[config.mk]
export PLATFORM = sky130hd
export DESIGN_NAME = phased_barrier_unit_top
export DESIGN_NICKNAME = d
export VERILOG_FILES = /design/src/rtl/core/pbu_pkg.sv /design/src/rtl/core/phased_barrier_unit_top.sv /design/src/rtl/core/pbu_core.sv
export SDC_FILE = /design/constraint.sdc
export NUM_CORES = 1
export LEC_CHECK = 0
export ABC_AREA = 1
export BUFFER_PORTS_ARGS = -buffer_cell sky130_fd_sc_hd__clkbuf_2
export CAP_MARGIN = 20
export CORE_MARGIN = 5
export CORE_UTILIZATION = 25
export DETAILED_ROUTE_END_ITERATION = 10
export GPL_ROUTABILITY_DRIVEN = 0
export MAX_ROUTING_LAYER = met4
export REMOVE_ABC_BUFFERS = 1
export SLEW_MARGIN = 40
export SYNTH_ARGS = -nofsm -noshare
export SYNTH_HDL_FRONTEND = slang
export SYNTH_SLANG_ARGS = --single-unit
export TNS_END_PERCENT = 1
[constraint.sdc]
create_clock -name clk -period 2.81 [get_ports clk]
set_input_delay 0.562 -clock clk [delete_from_list [all_inputs] [get_ports clk]]
set_output_delay 0.562 -clock clk [all_outputs]
set_load 0.05 [all_outputs]
[src/rtl/core/pbu_pkg.sv]
// Shared types and constants for the phased barrier unit.
// Request kinds, status codes and the result record used by the core and top level.
// No dependencies.
package pbu_pkg;

    // default parameter values
    localparam int unsigned MAX_PARTY_DEF  = 255;
    localparam int unsigned PHASE_BITS_DEF = 16;

    // field widths fixed by the interface
    localparam int unsigned KIND_W   = 3;
    localparam int unsigned PHASE_W  = 16;
    localparam int unsigned PARTY_W  = 8;
    localparam int unsigned STATUS_W = 3;

    // request kinds
    typedef enum logic [KIND_W-1:0] {
        KIND_INIT          = 3'd0,
        KIND_ARRIVE        = 3'd1,
        KIND_POLL          = 3'd2,
        KIND_ARRIVE_DETACH = 3'd3,
        KIND_DETACH_EXCEPT = 3'd4,
        KIND_ATTACH        = 3'd5,
        KIND_DETACH        = 3'd6
    } kind_t;

    // status codes
    typedef enum logic [STATUS_W-1:0] {
        ST_OK       = 3'd0,
        ST_STATIC   = 3'd1,
        ST_EMPTY    = 3'd2,
        ST_MISMATCH = 3'd3,
        ST_SAT      = 3'd4
    } status_t;

    // one result beat
    typedef struct packed {
        status_t              status;
        logic [PARTY_W-1:0]   party_now;
        logic [PHASE_W-1:0]   phase_now;
        logic                 last_one;
        logic                 elected;
        logic                 released;
    } result_t;

endpackage

[src/rtl/core/phased_barrier_unit_top.sv]
// Top level of the phased barrier unit: stream request and result channels.
// Input register, barrier core and result register; depends on pbu_pkg and pbu_core.
//
//  channel   direction  ports                          content
//  s_*       in         s_tvalid s_tready s_tdata s_tuser   request beat
//  m_*       out        m_tvalid m_tready m_tdata          result beat
//  cfg_*     in         cfg_wen cfg_wdata                  party_size register
//
// An accepted request beat passes through the input register, where the core updates the
// barrier state, and then the result register, from which its result beat is taken.
// One request per cycle is accepted while m_tready is high; while a finished result waits,
// the input register takes at most one more beat and then holds until m_tready returns.
// rst_n clears the valid flags, the barrier state and party_size asynchronously.
module phased_barrier_unit_top #(
    parameter int unsigned MAX_PARTY  = pbu_pkg::MAX_PARTY_DEF,
    parameter int unsigned PHASE_BITS = pbu_pkg::PHASE_BITS_DEF
) (
    input  logic        clk,
    input  logic        rst_n,
    input  logic        s_tvalid,
    output logic        s_tready,
    input  logic [15:0] s_tdata,   // [15:0] poll_phase
    input  logic [2:0]  s_tuser,   // [2:0] kind
    output logic        m_tvalid,
    input  logic        m_tready,
    output logic [31:0] m_tdata,   // [0] released, [1] elected, [2] last_one,
                                   // [18:3] phase_now, [26:19] party_now,
                                   // [29:27] status, [31:30] zero
    input  logic        cfg_wen,
    input  logic [7:0]  cfg_wdata
);

    logic                        in_valid_reg;
    pbu_pkg::kind_t              in_kind_reg;
    logic [pbu_pkg::PHASE_W-1:0] in_start_reg;
    logic                        out_valid_reg;
    pbu_pkg::result_t            out_res_reg;
    pbu_pkg::result_t            step_res;
    logic                        advance;

    // the input beat moves on when the result register is free or being emptied
    assign advance  = in_valid_reg && (!out_valid_reg || m_tready);
    assign s_tready = !in_valid_reg || advance;

    // input register
    always_ff @(posedge clk or negedge rst_n)
    begin
        if (!rst_n)
            in_valid_reg <= 1'b0;
        else if (s_tready)
            in_valid_reg <= s_tvalid;
    end

    always_ff @(posedge clk)
    begin
        if (s_tready && s_tvalid)
        begin
            in_kind_reg  <= pbu_pkg::kind_t'(s_tuser);
            in_start_reg <= s_tdata;
        end
    end

    // barrier state and update logic
    pbu_core #(
        .MAX_PARTY  (MAX_PARTY),
        .PHASE_BITS (PHASE_BITS)
    ) u_core (
        .clk         (clk),
        .rst_n       (rst_n),
        .cfg_wen     (cfg_wen),
        .cfg_wdata   (cfg_wdata),
        .step_en     (advance),
        .step_kind   (in_kind_reg),
        .step_start  (in_start_reg),
        .step_result (step_res)
    );

    // result register
    always_ff @(posedge clk or negedge rst_n)
    begin
        if (!rst_n)
            out_valid_reg <= 1'b0;
        else if (advance)
            out_valid_reg <= 1'b1;
        else if (m_tready)
            out_valid_reg <= 1'b0;
    end

    always_ff @(posedge clk)
    begin
        if (advance)
            out_res_reg <= step_res;
    end

    // result beat packing
    assign m_tvalid = out_valid_reg;
    assign m_tdata  = {2'b00, out_res_reg};

endmodule

[src/rtl/core/pbu_core.sv]
// Barrier state and per-request update logic of the phased barrier unit.
// Holds party, arrival, phase and election state plus the party_size register.
// Depends on pbu_pkg.
module pbu_core #(
    parameter int unsigned MAX_PARTY  = pbu_pkg::MAX_PARTY_DEF,
    parameter int unsigned PHASE_BITS = pbu_pkg::PHASE_BITS_DEF
) (
    input  logic                         clk,
    input  logic                         rst_n,
    input  logic                         cfg_wen,
    input  logic [pbu_pkg::PARTY_W-1:0]  cfg_wdata,
    input  logic                         step_en,
    input  pbu_pkg::kind_t               step_kind,
    input  logic [pbu_pkg::PHASE_W-1:0]  step_start,
    output pbu_pkg::result_t             step_result
);

    localparam int unsigned PLIM = (MAX_PARTY < 255) ? MAX_PARTY : 255;
    localparam logic [pbu_pkg::PARTY_W-1:0] PARTY_LIMIT = pbu_pkg::PARTY_W'(PLIM);

    logic [pbu_pkg::PARTY_W-1:0] party_size_reg;
    logic [pbu_pkg::PARTY_W-1:0] party_reg, party_next;
    logic [pbu_pkg::PARTY_W-1:0] arrival_reg, arrival_next;
    logic [PHASE_BITS-1:0]       phase_reg, phase_next;
    logic [PHASE_BITS-1:0]       elect_reg, elect_next;
    logic                        fixed_reg, fixed_next;

    logic [PHASE_BITS+pbu_pkg::PHASE_W-1:0] start_ext;
    logic [PHASE_BITS+pbu_pkg::PHASE_W-1:0] phase_ext;
    logic [PHASE_BITS-1:0]                  start_m;
    logic [PHASE_BITS-1:0]                  start_inc;
    logic [PHASE_BITS-1:0]                  phase_inc;
    logic [pbu_pkg::PARTY_W:0]              arr_inc;
    logic [pbu_pkg::PARTY_W-1:0]            party_dec;
    logic                                   rel, elect, last;
    pbu_pkg::status_t                       status;

    // start phase taken modulo the phase range
    assign start_ext = {{PHASE_BITS{1'b0}}, step_start};
    assign start_m   = start_ext[PHASE_BITS-1:0];
    assign start_inc = start_m + 1'b1;
    assign phase_inc = phase_reg + 1'b1;
    assign arr_inc   = {1'b0, arrival_reg} + 1'b1;
    assign party_dec = party_reg - 1'b1;

    // next state and result for the request in the input register
    always_comb
    begin
        party_next   = party_reg;
        arrival_next = arrival_reg;
        phase_next   = phase_reg;
        elect_next   = elect_reg;
        fixed_next   = fixed_reg;
        rel          = 1'b0;
        elect        = 1'b0;
        last         = 1'b0;
        status       = pbu_pkg::ST_OK;
        unique case (step_kind)
            pbu_pkg::KIND_INIT:
            begin
                if (party_size_reg > PARTY_LIMIT)
                begin
                    party_next = PARTY_LIMIT;
                    status     = pbu_pkg::ST_SAT;
                end
                else
                begin
                    party_next = party_size_reg;
                end
                arrival_next = '0;
                phase_next   = '0;
                elect_next   = '0;
                fixed_next   = (party_size_reg != '0);
            end
            pbu_pkg::KIND_ARRIVE:
            begin
                if (party_reg == '0)
                begin
                    status = pbu_pkg::ST_EMPTY;
                end
                else if (arr_inc >= {1'b0, party_reg})
                begin
                    arrival_next = '0;
                    phase_next   = phase_inc;
                    elect_next   = phase_inc;
                    rel          = 1'b1;
                    elect        = 1'b1;
                end
                else
                begin
                    arrival_next = arr_inc[pbu_pkg::PARTY_W-1:0];
                end
            end
            pbu_pkg::KIND_POLL:
            begin
                if (phase_reg == start_inc)
                begin
                    rel = 1'b1;
                    if (elect_reg != phase_reg)
                    begin
                        elect_next = phase_reg;
                        elect      = 1'b1;
                    end
                end
                else if (phase_reg != start_m)
                begin
                    status = pbu_pkg::ST_MISMATCH;
                end
            end
            pbu_pkg::KIND_ARRIVE_DETACH, pbu_pkg::KIND_DETACH:
            begin
                if (fixed_reg)
                begin
                    status = pbu_pkg::ST_STATIC;
                end
                else if (party_reg == '0)
                begin
                    status = pbu_pkg::ST_EMPTY;
                end
                else
                begin
                    party_next = party_dec;
                    // a plain detach of the last member leaves the phase alone
                    if ((step_kind == pbu_pkg::KIND_ARRIVE_DETACH || party_dec != '0)
                        && arrival_reg >= party_dec)
                    begin
                        rel          = 1'b1;
                        arrival_next = '0;
                        phase_next   = phase_inc;
                    end
                    last = (party_dec == '0);
                end
            end
            pbu_pkg::KIND_DETACH_EXCEPT:
            begin
                if (party_reg == '0)
                begin
                    status = pbu_pkg::ST_EMPTY;
                end
                else if (party_reg > 8'd1)
                begin
                    party_next = party_dec;
                end
                else
                begin
                    phase_next = phase_inc;
                    rel        = 1'b1;
                    last       = 1'b1;
                end
            end
            pbu_pkg::KIND_ATTACH:
            begin
                if (fixed_reg)
                    status = pbu_pkg::ST_STATIC;
                else if (party_reg >= PARTY_LIMIT)
                    status = pbu_pkg::ST_SAT;
                else
                    party_next = party_reg + 1'b1;
            end
            default:
            begin
                // unused kind: report state only
            end
        endcase
    end

    // result fields
    assign phase_ext = {{pbu_pkg::PHASE_W{1'b0}}, phase_next};
    always_comb
    begin
        step_result.released  = rel;
        step_result.elected   = elect;
        step_result.last_one  = last;
        step_result.phase_now = phase_ext[pbu_pkg::PHASE_W-1:0];
        step_result.party_now = party_next;
        step_result.status    = status;
    end

    // configuration register
    always_ff @(posedge clk or negedge rst_n)
    begin
        if (!rst_n)
            party_size_reg <= '0;
        else if (cfg_wen)
            party_size_reg <= cfg_wdata;
    end

    // barrier state
    always_ff @(posedge clk or negedge rst_n)
    begin
        if (!rst_n)
        begin
            party_reg   <= '0;
            arrival_reg <= '0;
            phase_reg   <= '0;
            elect_reg   <= '0;
            fixed_reg   <= 1'b0;
        end
        else if (step_en)
        begin
            party_reg   <= party_next;
            arrival_reg <= arrival_next;
            phase_reg   <= phase_next;
            elect_reg   <= elect_next;
            fixed_reg   <= fixed_next;
        end
    end

endmodule

==> metrics.yaml, run 1 <==
status:
  status: "complete, no violations"
power:
  p_total_uw: 7940
  irDropWorstVdd_uv: 403
  leakage_uw: 0.00424
  cellPowerDensity_mw_per_mm2: 883
setup_path:
  crit_slowest_cell: "dfrtp_1"
  endpoint_kind: "register"
  crit_type: "reg2reg"
  critPathTopFamily: "simple AND/OR/NAND/NOR gates"
  worst_ep_required_time_ns: 2.90
  cp_num_buf_inv: 3
  path_cells: "ha_2 -> nand2_2 -> nor2_4 -> nand2_4 -> xnor2_4 -> ha_4 -> nand2_2 -> inv_2 -> nand3_2 -> nand3b_1 -> nand3_4 -> nand2_4 -> buf_6 -> buf_6 -> o211ai_1 -> nand4_2"
  start_kind: "register"
  path_max_fanout: 5
  slowest_delay_ns: 0.38
  cp.arrival_ns: 2.89
floorplan:
  die_h_um: 184
  core_sq_mm: 0.0297
  dieArea_sq_mm: 0.0338
  die_w_um: 184
  start_util_pct: 25.4
  placementRows: 63
  ioPinCount: 66
yosys:
  synth_compound_area_share_pct: 11.5
  yosysMostFrequentCell: "nand2_1"
  synth-edff-count: 49
  syn_inst: 993
  synth_cell_type_count: 49
  synth_area_sq_mm: 0.00755
  ys_seq_area_share_pct: 39.1
  synth_adder_area_share_pct: 3.32
  synthFlopType: "dfrtp_1"
  synth_async_sr_flop_share_pct: 54.6
  yosys.area.top_type: "dfrtp_1"
  avgSynthCellArea_sq_um: 7.60
  ys_top_cells_by_count: "nand2_1, inv_1, nand3_1"
  synth_simple_gate_area_share_pct: 30.8
  synthMuxAreaShare_pct: 0
  yosysWarningCount: 0
  synth-xor-area-share_pct: 6.27
  ys_ff_latch: 108
  yosys.area.top_type_share_pct: 19.6
  ys_top_cells_by_area: "dfrtp_1, edfxtp_1, nand2_1"
  synth_top_family_by_area: "simple AND/OR/NAND/NOR gates"
finish:
  diodes: 0
  drive_gt1_share_pct: 18.9
  synthToLayoutAreaGrowth_pct: 19.1
  fin_nets: 1124
  multiInputGateArea_sq_mm: 0.00410
  final_cells: 1467
  postLayoutCellArea_sq_mm: 0.00898
  register_area_sq_mm: 0.00295
  largest_reg_flops: 30
  fillers: 3157
min_path:
  hp-class: "in2async"
sta:
  drv_slew: 0
  maxSlewHeadroom_pct: 50.6
  rsz0062_at_grt: "yes"
  timing.fmax_mhz: 358
  setup_viol: 0
  worst_pin_slew_ns: 0.740
  fin_skew_ns: 0.0127
  fin_crit_sh_pct: 99.5
  period_minus_slack_ns: 2.79
  finalHoldViolations: 0
detailed_routing:
  drt-total-wl_um: 21800
  route.met3.wl_um: 1090
  first_pass_iters: 5
  top_layer: "met4"
  route.vias.total: 6961
  avgRoutedWirePerCell_um: 14.9
  via_per_inst: 4.75
  drt-met1-wl_um: 10100
  ant_nets: 0
  remaining_drc_errors: 0
  dr.first_iter.drc_count: 494
  wl_met2_um: 10100
grt:
  antenna_found_initial: 0
  grt_pass1_wl_um: 35500
  grt_max_degree: 63
  grt_pass1_vias: 6826
  grt_overflow: 0
  grt_usage_pct: 13.4
place:
  dp.cells: 1447
  io_buffer_count: 63
  hpwl_um: 16700
  placed_area_sq_mm: 0.00846
clock_network:
  holdBufCountCts: 0
  cts_buffers: 9
  cts_max_path_buffers: 2
  cts-root-buf: "clkbuf_16"
  path_clk_slew_ns: 0.08
  cts.htree.levels: 3
  tritoncts: "built"
  cts.sinks: 108
  clk_latency_ns: 0.38
job:
  maxCapViolations: 0
## cells in the final DEF (no fill, tap or decap), types with 4 or more instances in the layout
cell type  instances
a21boi_0           4
a21boi_1           7
a21oi_1           21
a22o_1             7
a22oi_1            4
buf_4             40
buf_6              6
clkbuf_16          9
clkbuf_2          63
dfrtp_1           57
edfxtp_1          49
ha_1              16
inv_1             98
inv_2             16
nand2_1          248
nand2_2            6
nand2_4            7
nand3_1           93
nand3_2            6
nand4_1           25
nor2_1            63
nor2_2             7
nor2_4            10
nor3_1            16
nor3_2             6
nor4_1             5
o211ai_1           4
o21ai_0           45
o21ai_1           25
o22ai_1           13
xnor2_1           15
xor2_1            37
## worst paths after layout
| path | from | end | slack, ns | cells after the start |
|---|---|---|---|---|
| worst max-delay path | u_core.arrival_reg[0] | m_tdata[4] | 0.02 | 16 |
| worst min-delay path | rst_n | u_core.party_reg[1] | 0.19 | 1 |
| worst max register to register | u_core.arrival_reg[0] | m_tdata[4] | 0.02 | 16 |
| worst min register to register | u_core.elect_reg[5] | u_core.elect_reg[5] | 0.50 | 2 |
| max in group asynchronous | rst_n | u_core.elect_reg[5] | 1.98 | 2 |
| min in group clk | s_tdata[2] | in_start_reg[2] | 0.36 | 1 |
## power by group
group	switching, uW	internal (uW)	leakage, uW
logic	2690	1410	0.00285
clock network	658	644	0.000143
registers	475	2060	0.00125
## metal layers
layer	up-vias	GRT usage, %
li1	3458	-
met1	3266	17.7
met2	199	21.2
met3	38	1.58
met4	0	4.97
met5	-	-
## final cells by class
class	instances	share of cell area (%)
well taps	390	5.43
flip-flops and latches	108	32.8
clock buffers	10	2.66
multi-input cells	727	45.6
clock inverters	6	0.627
inverters	115	4.80
repair buffers	111	8.05
## worst register-to-register path, stage by stage, from the launching register on
cell and delay [ns]:
dfrtp_1 0.38, ha_2 0.20, nand2_2 0.07, nor2_4 0.15, nand2_4 0.09, xnor2_4 0.14
ha_4 0.30, nand2_2 0.05, inv_2 0.06, nand3_2 0.07, nand3b_1 0.24, nand3_4 0.14
nand2_4 0.07, buf_6 0.14, buf_6 0.11, o211ai_1 0.17, nand4_2 0.15
## timing repair
action / CTS / global route
setup buffers: 3 / 2
pin swaps: 16 / 12
resized for setup: 26 / 26
endpoints found under the setup margin: 34 / 54
## logic make-up (layout without fill, tap and decap cells)
kind of cell | Yosys count | after routing
xor gates and xnor gates | 54 | 54
and+or+nand+nor | 504 | 504
AOI/OAI and AO/OA | 147 | 147
DFF | 108 | 108
other | 1 | 2
buffers and inverters | 159 | 242
adders and majority gates | 20 | 20
## through the flow
stage / TNS, ns / hold slack [ns] / worst slack, ns / utilization (%)
CTS: -0.663 / 0.209 / -0.0431 / 29.8
global route: -3.49 / 0.233 / -0.135 / 30.2
detailed placement: -1.13 / 0.480 / -0.112 / 28.5
finish: 0 / 0.187 / 0.0152 / 30.2
global placement: 0 / 0.475 / 0.0307 / 28.5
floorplan: -0.976 / 0.266 / -0.0610 / -
Note: power is estimated with default switching activity, not from simulation.
==> inputs of run 2 (changes only) <==
Settings changed: ABC_AREA 1 to unset.
==> metrics.yaml, run 2 <==
job:
  maxCapViolations: 0
finish:
  utilization_pct: 32.8
  largest_reg_flops: 30
  diodes: 0
  final_common_cell: "buf_4"
  fin_nets: 1022
  most-common-layout-cells: "buf_4, nand2_1, clkbuf_2, dfrtp_1"
  synthToLayoutAreaGrowth_pct: 30.3
  postLayoutCellArea_sq_mm: 0.00971
  drive_gt1_share_pct: 33.6
power:
  pwr-share-comb_pct: 44.6
  cellPowerDensity_mw_per_mm2: 592
  p_total_uw: 5750
  pwr-share-seq_pct: 34.1
  p_clk_share_pct: 21.3
  irDropWorstVdd_uv: 262
  p_sw_share_pct: 38.2
  power.internal_uw: 3550
  p_switching_uw: 2200
  leakage_uw: 0.00413
detailed_routing:
  first_pass_iters: 5
  drt-met1-wl_um: 11000
  avgRoutedWirePerCell_um: 17.7
  wl_met2_um: 10800
  top_layer: "met4"
  remaining_drc_errors: 0
  via_per_inst: 5.19
  drt-total-wl_um: 24200
  route.met3.wl_um: 1740
  ant_nets: 0
  route.vias.total: 7090
  dr.first_iter.drc_count: 727
sta:
  timing.fmax_mhz: 303
  period_minus_slack_ns: 3.30
  fin_tns_setup_ns: -18.90
  maxSlewHeadroom_pct: 60.5
  fin_skew_ns: 0.0151
  rsz0062_at_grt: "yes"
  setup_viol: 57
  finalHoldViolations: 0
  fin_crit_sh_pct: 118
  worst_pin_slew_ns: 0.593
  fin_ws_ns: -0.493
  drv_slew: 0
setup_path:
  slowest_delay_ns: 0.50
  cp.arrival_ns: 3.55
  start_kind: "register"
  path_max_fanout: 8
  r2r-end: "u_core.elect_reg[9]"
  path_cells: "ha_2 -> and4_1 -> nand2_1 -> xnor2_1 -> ha_1 -> and2_4 -> nand2_2 -> or4_4 -> and2_4 -> o21ai_2 -> buf_6 -> nand2_4 -> a211o_4 -> buf_12 -> mux2_4"
  crit_slowest_cell: "or4_4"
  worst_ep_required_time_ns: 3.06
  worstRegToRegCells: 15
  crit_type: "reg2reg"
  critPathMostFrequentCell: "and2_4"
  r2r-start: "u_core.arrival_reg[0]"
  endpoint_kind: "register"
  r2r_slack_ns: -0.49
floorplan:
  dieArea_sq_mm: 0.0334
  die_h_um: 183
  start_util_pct: 25.2
  die_w_um: 183
  placementRows: 63
  ioPinCount: 66
  core_sq_mm: 0.0296
status:
  status: "complete, but fails checks"
  violations: "negative setup slack"
place:
  hpwl_um: 18500
  io_buffer_count: 63
  placed_area_sq_mm: 0.00910
yosys:
  yosys.area.top_type: "dfrtp_1"
  syn_inst: 805
  synth_simple_gate_area_share_pct: 20.5
  synth_async_sr_flop_share_pct: 54.6
  synthMuxAreaShare_pct: 5.07
  ys_ff_latch: 108
  synth_top_family_by_area: "simple AND/OR/NAND/NOR gates"
  synthFlopType: "dfrtp_1"
  yosys.area.top_type_share_pct: 19.8
  ys_top_cells_by_count: "nand2_1, dfrtp_1, nor2_1"
  synth_area_sq_mm: 0.00745
  synth-xor-area-share_pct: 6.68
  yosysMostFrequentCell: "nand2_1"
  synth_cell_type_count: 83
  ys_top_cells_by_area: "dfrtp_1, edfxtp_1, nand2_1"
  avgSynthCellArea_sq_um: 9.26
  synth_compound_area_share_pct: 19.8
  synth-edff-count: 49
  synth_adder_area_share_pct: 3.51
  ys_seq_area_share_pct: 39.6
  yosysWarningCount: 0
grt:
  grt_pass1_vias: 6895
  grt_usage_pct: 14.8
  grt_overflow: 0
  grt_pass1_wl_um: 38300
  grt_max_degree: 49
  antenna_found_initial: 0
clock_network:
  tritoncts: "built"
  path_clk_slew_ns: 0.08
  cts_buffers: 9
  cts-root-buf: "clkbuf_16"
  cts.sinks: 108
  cts.htree.levels: 3
  clk_latency_ns: 0.38
  cts_max_path_buffers: 2
min_path:
  hp-class: "in2async"
==> run 2: changes by cell type in the layout (fill, tap and decap cells not counted), moves of 15 or more <==
cell / delta
nand4_1: -17
mux2_2: +20
nand3_1: -64
o21ai_1: -22
inv_1: -79
nand2_1: -168
inv_2: -15
buf_4: +102
o31ai_1: +16
a31oi_1: +31
==> run 2: through the flow <==
step	setup WS, ns	hold WS (ns)	instances
after floorplan	-0.823	0.266	746
after global placement	-0.650	0.477	1345
after detailed placement	-0.677	0.496	1345
after CTS	-0.493	0.182	1364
after global routing	-0.604	0.206	1365
final	-0.493	0.169	1365
==> run 2: cells by family after synthesis <==
family | after synthesis
mux | 34
simple gates | 285
compound gates | 220
buf+inv | 80
fa+ha+maj | 21
other cells | 1
xor+xnor | 56
flops | 108
==> run 2: worst max path at each step <==
stage,slack [ns],start,endpoint
floorplan,-0.82,u_core.arrival_reg[0],u_core.elect_reg[10]
global placement,-0.65,u_core.arrival_reg[0],u_core.phase_reg[8]
detailed placement,-0.68,u_core.arrival_reg[0],u_core.phase_reg[11]
CTS,-0.49,u_core.arrival_reg[0],u_core.elect_reg[8]
global route,-0.60,u_core.arrival_reg[0],u_core.phase_reg[8]
finish,-0.49,u_core.arrival_reg[0],u_core.elect_reg[9]
==> run 2: metal layers <==
layer	vias to the layer above	global-route usage, %
met5	-	-
met4	0	5.22
met3	46	3.03
met2	260	22.1
met1	3461	20.0
li1	3323	-
==> run 2: area by class of cell <==
cell class              instances  area [sq um]
fillers                      3020         19900
multi-input cells             618          4420
flip-flops and latches        108          2950
repair buffers                213          1510
well taps                     390           488
clock buffers                  11           233
inverters                      20          75.1
clock inverters                 5          36.3
==> run 2: critical path, delay by kind of cell (launching register included) <==
kind / cells / cell delay [ns]
flip-flops: 1 / 0.36
multiplexers: 1 / 0.30
AND/OR/NAND/NOR: 7 / 1.19
XOR/XNOR: 1 / 0.14
AO/OA/AOI/OAI: 2 / 0.44
adder cells (fa/ha/maj): 2 / 0.47
buffers and inverters: 2 / 0.29
==> run 2: power groups by stage <==
stage          sequential (uW)  combinational, uW  clock [uW]
4_1_cts                   1960               2510        1260
6_report                  1960               2570        1230
2_1_floorplan             2240               1070           0
5_1_grt                   1980               2790        1320
3_5_place_dp              1990               2380           0
3_3_place_gp              1980               2350           0
==> run 2: repair_timing <==
action	4_1_cts	5_1_grt
pin swaps	26	10
gates resized for setup	53	18
setup buffers	2	1
hold buffers	0	0
hold endpoints to repair	0	0
endpoints found under the setup margin	57	60
gates cloned	1	0
